[src/rtl/fbc_pkg.sv]
// ----------------------------------------------------------------------------
// fbc_pkg
// Shared types, constants and helpers for the frustum box culling block.
// ----------------------------------------------------------------------------
package fbc_pkg;

   // Plane count and the width in which coordinates and coefficients are read.
   localparam int PLANE_COUNT    = 6;
   localparam int COORD_WIDTH    = 32;

   // Fixed widths of the transaction fields.
   localparam int FIELD_W        = 32;
   localparam int CMD_W          = 2;
   localparam int SLOT_W         = 5;
   localparam int COEF_SEL_W     = 2;
   localparam int PLANE_SEL_W    = SLOT_W - COEF_SEL_W;
   localparam int COEF_PER_PLANE = 4;
   localparam int OUT_MASK_W     = 6;

   // Arithmetic widths. Above the field width the fields read as unsigned,
   // so one extra bit keeps them positive.
   localparam int USE_W   = (COORD_WIDTH < FIELD_W) ? COORD_WIDTH : FIELD_W;
   localparam int OP_W    = (COORD_WIDTH > FIELD_W) ? FIELD_W + 1 : COORD_WIDTH;
   localparam bit SIGN_EXT = (COORD_WIDTH <= FIELD_W);
   localparam int PROD_W  = 2 * OP_W;
   localparam int SUM_W   = 2 * OP_W + 3;
   localparam int D_SHIFT = 16;

   localparam logic [PLANE_COUNT-1:0] ALL_PLANES = {PLANE_COUNT{1'b1}};

   // Command codes.
   localparam logic [CMD_W-1:0] CMD_LOAD   = 2'd0;
   localparam logic [CMD_W-1:0] CMD_BOX    = 2'd1;
   localparam logic [CMD_W-1:0] CMD_CORNER = 2'd2;
   localparam logic [CMD_W-1:0] CMD_UNUSED = 2'd3;

   // Result kinds.
   localparam logic KIND_BOX    = 1'b0;
   localparam logic KIND_CORNER = 1'b1;

   // One transaction as it travels down the row of plane cells.
   typedef struct packed {
      logic [CMD_W-1:0]       command;
      logic [SLOT_W-1:0]      slot;
      logic [FIELD_W-1:0]     value;
      logic [FIELD_W-1:0]     lo_x;
      logic [FIELD_W-1:0]     lo_y;
      logic [FIELD_W-1:0]     lo_z;
      logic [FIELD_W-1:0]     hi_x;
      logic [FIELD_W-1:0]     hi_y;
      logic [FIELD_W-1:0]     hi_z;
      logic                   last;
      logic [PLANE_COUNT-1:0] near_mask;
      logic [PLANE_COUNT-1:0] far_mask;
   } item_type;

   // Reads a field as two's complement in its low COORD_WIDTH bits.
   function automatic logic signed [OP_W-1:0] to_operand(input logic [FIELD_W-1:0] v);
      logic signed [OP_W-1:0] r;
      for (int i = 0; i < OP_W; i++) begin
         if (i < USE_W) begin
            r[i] = v[i];
         end else begin
            r[i] = SIGN_EXT ? v[USE_W-1] : 1'b0;
         end
      end
      return r;
   endfunction

   function automatic logic positive(input logic signed [OP_W-1:0] v);
      return !v[OP_W-1] && (v != '0);
   endfunction

   // Fits a plane mask to the six-bit result field.
   function automatic logic [OUT_MASK_W-1:0] mask_to_out(input logic [PLANE_COUNT-1:0] m);
      logic [OUT_MASK_W-1:0] r;
      for (int i = 0; i < OUT_MASK_W; i++) begin
         r[i] = (i < PLANE_COUNT) ? m[i] : 1'b0;
      end
      return r;
   endfunction

endpackage

[src/rtl/fbc_retire.sv]
// ----------------------------------------------------------------------------
// fbc_retire
// End of the plane row: folds corner codes into the AND/OR accumulators,
// forms results and holds them in the output register.
// ----------------------------------------------------------------------------
module fbc_retire import fbc_pkg::*; (
   input  logic                  clock,
   input  logic                  reset,
   input  logic                  item_valid,
   input  item_type              item,
   output logic                  item_ready,
   output logic                  rsp_valid,
   input  logic                  rsp_stall,
   output logic                  rsp_test_kind,
   output logic                  rsp_touches_frustum,
   output logic                  rsp_fully_inside,
   output logic [OUT_MASK_W-1:0] rsp_outside_mask
);

   logic [PLANE_COUNT-1:0] and_ff, and_in;
   logic [PLANE_COUNT-1:0] or_ff, or_in;
   logic                   rsp_valid_ff, rsp_valid_in;
   logic                   kind_ff, kind_in;
   logic                   touches_ff, touches_in;
   logic                   fully_ff, fully_in;
   logic [OUT_MASK_W-1:0]  mask_ff, mask_in;

   logic                   is_box, is_corner, has_result, out_free, fire;
   logic [PLANE_COUNT-1:0] and_next, or_next;

   always_comb begin
      is_box     = (item.command == CMD_BOX);
      is_corner  = (item.command == CMD_CORNER);
      has_result = is_box || (is_corner && item.last);
      out_free   = !rsp_valid_ff || !rsp_stall;
      item_ready = !has_result || out_free;
      fire       = item_valid && item_ready;

      and_next = and_ff & item.near_mask;
      or_next  = or_ff | item.near_mask;

      and_in = and_ff;
      or_in  = or_ff;
      if (fire && is_corner) begin
         if (item.last) begin
            and_in = ALL_PLANES;
            or_in  = '0;
         end else begin
            and_in = and_next;
            or_in  = or_next;
         end
      end

      rsp_valid_in = rsp_valid_ff && rsp_stall;
      kind_in      = kind_ff;
      touches_in   = touches_ff;
      fully_in     = fully_ff;
      mask_in      = mask_ff;
      if (fire && has_result) begin
         rsp_valid_in = 1'b1;
         if (is_box) begin
            kind_in    = KIND_BOX;
            touches_in = (item.near_mask == '0);
            fully_in   = (item.far_mask == '0);
            mask_in    = mask_to_out(item.near_mask);
         end else begin
            kind_in    = KIND_CORNER;
            touches_in = (and_next == '0);
            fully_in   = (or_next == '0);
            mask_in    = mask_to_out(and_next);
         end
      end
   end

   always_ff @(posedge clock) begin
      if (reset) begin
         and_ff       <= ALL_PLANES;
         or_ff        <= '0;
         rsp_valid_ff <= 1'b0;
      end else begin
         and_ff       <= and_in;
         or_ff        <= or_in;
         rsp_valid_ff <= rsp_valid_in;
      end
   end

   always_ff @(posedge clock) begin
      kind_ff    <= kind_in;
      touches_ff <= touches_in;
      fully_ff   <= fully_in;
      mask_ff    <= mask_in;
   end

   assign rsp_valid           = rsp_valid_ff;
   assign rsp_test_kind       = kind_ff;
   assign rsp_touches_frustum = touches_ff;
   assign rsp_fully_inside    = fully_ff;
   assign rsp_outside_mask    = mask_ff;

   // A finished corner set leaves the accumulators at their starting values.
   a_acc_restart: assert property (@(posedge clock) disable iff (reset)
      fire && is_corner && item.last |=> (and_ff == ALL_PLANES) && (or_ff == '0))
      else $error("corner accumulators not restarted after last corner");

   // Every corner inside all planes implies the set touches the frustum.
   a_corner_fully: assert property (@(posedge clock) disable iff (reset)
      rsp_valid_ff && (kind_ff == KIND_CORNER) && fully_ff |-> touches_ff)
      else $error("corner result fully inside but not touching");

   // The row is held back only by a stalled, occupied output register.
   a_hold_cause: assert property (@(posedge clock) disable iff (reset)
      item_valid && !item_ready |-> rsp_valid_ff && rsp_stall)
      else $error("retire stage held without a stalled result");

endmodule

[config.mk]
export PLATFORM = sky130hd
export DESIGN_NAME = fbc_retire
export DESIGN_NICKNAME = d
export VERILOG_FILES = /design/src/rtl/fbc_pkg.sv /design/src/rtl/fbc_retire.sv
export SDC_FILE = /design/constraint.sdc
export NUM_CORES = 1
export LEC_CHECK = 0
export ABC_AREA = 0
export BUFFER_PORTS_ARGS = -buffer_cell sky130_fd_sc_hd__buf_4
export CELL_PAD_IN_SITES_DETAIL_PLACEMENT = 2
export CELL_PAD_IN_SITES_GLOBAL_PLACEMENT = 2
export CORE_AREA = 2 2 100 102
export CTS_BUF_LIST = sky130_fd_sc_hd__clkbuf_16
export CTS_CLUSTER_DIAMETER = 100
export CTS_CLUSTER_SIZE = 25
export DETAILED_ROUTE_END_ITERATION = 16
export DIE_AREA = 0 0 102 104
export PLACE_DENSITY = 0.95
export SYNTH_ARGS = -nofsm -noshare
export SYNTH_HDL_FRONTEND = slang
export SYNTH_SLANG_ARGS = --single-unit
[constraint.sdc]
create_clock -name clock -period 4.4 [get_ports clock]
set_input_delay 0.88 -clock clock [delete_from_list [all_inputs] [get_ports clock]]
set_output_delay 0.88 -clock clock [all_outputs]
set_load 0.03 [all_outputs]
==> metrics.csv <==
stage;metric;value;unit
outcome;status;finished, final reports clean;
worst_hold_path;hp-start;and_ff[5];
global_route;grtUsageTotal;5.52;%
power_and_ir_drop;leakage;0.481;nW
worst_setup_path;startpoint;item[242];
place;hpwl;2240;um
floorplan;die_h;104;um
route;antenna_left;0;
route;drt_iter0_markers;16;
synthesis;synth_top_area_share;32.5;%
synthesis;synth_top_area_cell;edfxtp_1;
floorplan;die-area;10600;um2
global_route;grt_pass1_wl;4480;um
power_and_ir_drop;vdd_drop_max;0.208;mV
global_route;grt_pass1_vias;804;
synthesis;synth_top_family_by_area;compound AO/OA/AOI/OAI gates;
synthesis;synth-xor-area-share;0;%
synthesis;synthMuxAreaShare;0;%
synthesis;synthSimpleGateAreaFrac;17.3;%
global_route;grt-ovfl-total;0;
synthesis;synth_fp_nets;326;
synthesis;ys_warn_count;0;
worst_setup_path;criticalPathCategory;primary input to output pin;
finish;area_growth;58.5;%
worst_hold_path;hold_path.class;flop to flop;
clocking;clock_latency;0.26;ns
route;vias;722;
clocking;cts-htree-levels;1;
timing;hold_violations;0;
timing;clock_skew;0.00373;ns
route;wl_per_cell;11.4;um
synthesis;ys_seq_elements;22;
route;first_pass_iters;2;
synthesis;synth_area_leaders;edfxtp_1, dfxtp_1, o21a_1, a21oi_1, o21ai_0;
timing;slew_headroom;39.5;%
global_route;antenna_found_initial;0;
clocking;cts_tree;done;
timing;fin_crit_sh;59.8;%
timing;setup_violations;0;
clocking;clk_pin_slew;0.06;ns
synthesis;netlist_instances;78;
timing;rsz0062_at_grt;false;
place;place_congestion;0.745;
synthesis;synth_fa_ha_area_share;0;%
worst_setup_path;critPathArrivalTime;1.75;ns
synthesis;syn_area_per_cell;10.7;um2
worst_setup_path;critical_path_required;3.52;ns
finish;fin_nets;359;
power_and_ir_drop;powerDensity;405;nW/um2
timing;worst_pin_slew;0.908;ns
flow_run;drv_cap;0;
clocking;clkSinkCount;22;
route;drt_drc_violations_left;0;
synthesis;netlist_area;832;um2
clocking;cts_setup_buffers;0;
timing;fin_tns_setup;0;ns
floorplan;chipWidth;102;um
global_route;grt_max_degree;14;
finish;num_antenna_cells;0;
synthesis;synth_compound_area_share;17.3;%
clocking;clock_path_buffers;2;
worst_setup_path;crit_fanout;3;
floorplan;top_level_ports;259;
clocking;cts_resized;0;
clocking;cts_made_buffers;3;
clocking;holdBufCountCts;0;
route;viasPerCell;2.97;
place;io_buffer_count;29;
finish;drive_gt1_share;32.7;%
clocking;cts-root-buf;clkbuf_16;
synthesis;yosysUniqueCellTypes;16;
synthesis;seq_area_frac_synth;63.8;%
floorplan;core-area;9550;um2
floorplan;placementRows;36;
timing;fmax;380;MHz
finish;n_fill_cell;1131;
worst_setup_path;start_kind;primary input;
timing;hold_slack;0.469;ns
route;drt_wl_total;2760;um
worst_setup_path;cp-end-kind;output pin;
timing;finalMaxSlewViolations;0;
worst_setup_path;r2r-start;rsp_valid;
floorplan;start_util;8.71;%
timing;finalCriticalPeriod;2.63;ns
power breakdown:
group | switching (mW) | internal, mW
Sequential | 0.00401 | 0.221
Combinational | 0.0309 | 0.0235
Clock | 0.0748 | 0.181
synthesized netlist by cell type:
cell,n
a21o_1,2
a21oi_1,8
a21oi_2,1
and3_1,1
buf_2,2
dfxtp_1,13
edfxtp_1,9
inv_1,1
nand2_1,8
nand3_1,5
nor2_1,7
nor2b_1,2
nor3b_2,1
nor4_1,5
o21a_1,6
o21ai_0,7
state kept, by name, indices dropped and copies added, names as in the netlist:
name and flops:
and_ff 6, or_ff 6, rsp_outside_mask 6, rsp_fully_inside 1, rsp_test_kind 1, rsp_touches_frustum 1
rsp_valid 1
per-layer routing:
layer | part of all wire (%) | GRT usage [%] | wire length, um | vias up
met5 | 0 | 0 | 0 | -
met4 | 1.4 | 2.00 | 38 | 0
met3 | 3.7 | 0.739 | 102 | 3
met2 | 49 | 9.26 | 1360 | 21
met1 | 46 | 7.15 | 1260 | 351
li1 | - | - | - | 347
cells by family after synthesis:
group | Yosys count
AO/OA/AOI/OAI | 24
AND/OR/NAND/NOR | 29
buffers and inverters | 3
flip-flops | 22
stage by stage:
step           setup slack, ns  cells  cell area [um2]  util, %  total power, mW
4_1_cts                   1.72    243             1320     13.8            0.539
3_5_place_dp              1.68    239             1210     12.7            0.284
6_report                  1.77    243             1320     13.8            0.535
3_3_place_gp              1.74    239             1210     12.7            0.281
5_1_grt                   1.66    243             1320     13.8            0.551
2_1_floorplan             1.98     78              832        -            0.253
final timing paths:
path,end,slack [ns],depth (start not counted)
min,and_ff[5],0.47,2
max reg2reg,rsp_outside_mask[0],2.94,1
max,item_ready,1.77,5
min reg2reg,and_ff[5],0.47,2
cells in the final DEF (no fill, tap or decap):
master      n
clkbuf_16   3
buf_4      30
o21ai_0     7
nor4_1      5
nor2b_1     2
nand2_1     8
inv_1       1
and3_1      1
a21o_1      2
edfxtp_1    9
nor3b_2     1
dfxtp_1    13
o21a_1      6
nor2_1      7
bufinv_16   1
nand3_1     5
a21oi_1     8
a21oi_2     1
critical path: stages:
cell and delay, ns:
buf_4 0.11, nor2b_1 0.30, a21o_1 0.20, nand3_1 0.08
buf_4 0.17
final cells by class:
cell class              count  area, um2  share of cell area [%]
flip-flops and latches     22        531                    40.2
multi-input cells          53        288                    21.8
clock buffers               3       75.1                    5.69
repair buffers             30        225                    17.1
well taps                 133        166                    12.6
clock inverters             1       30.0                    2.28
inverters                   1       3.75                   0.285
Note: power is estimated with default switching activity, not from simulation.
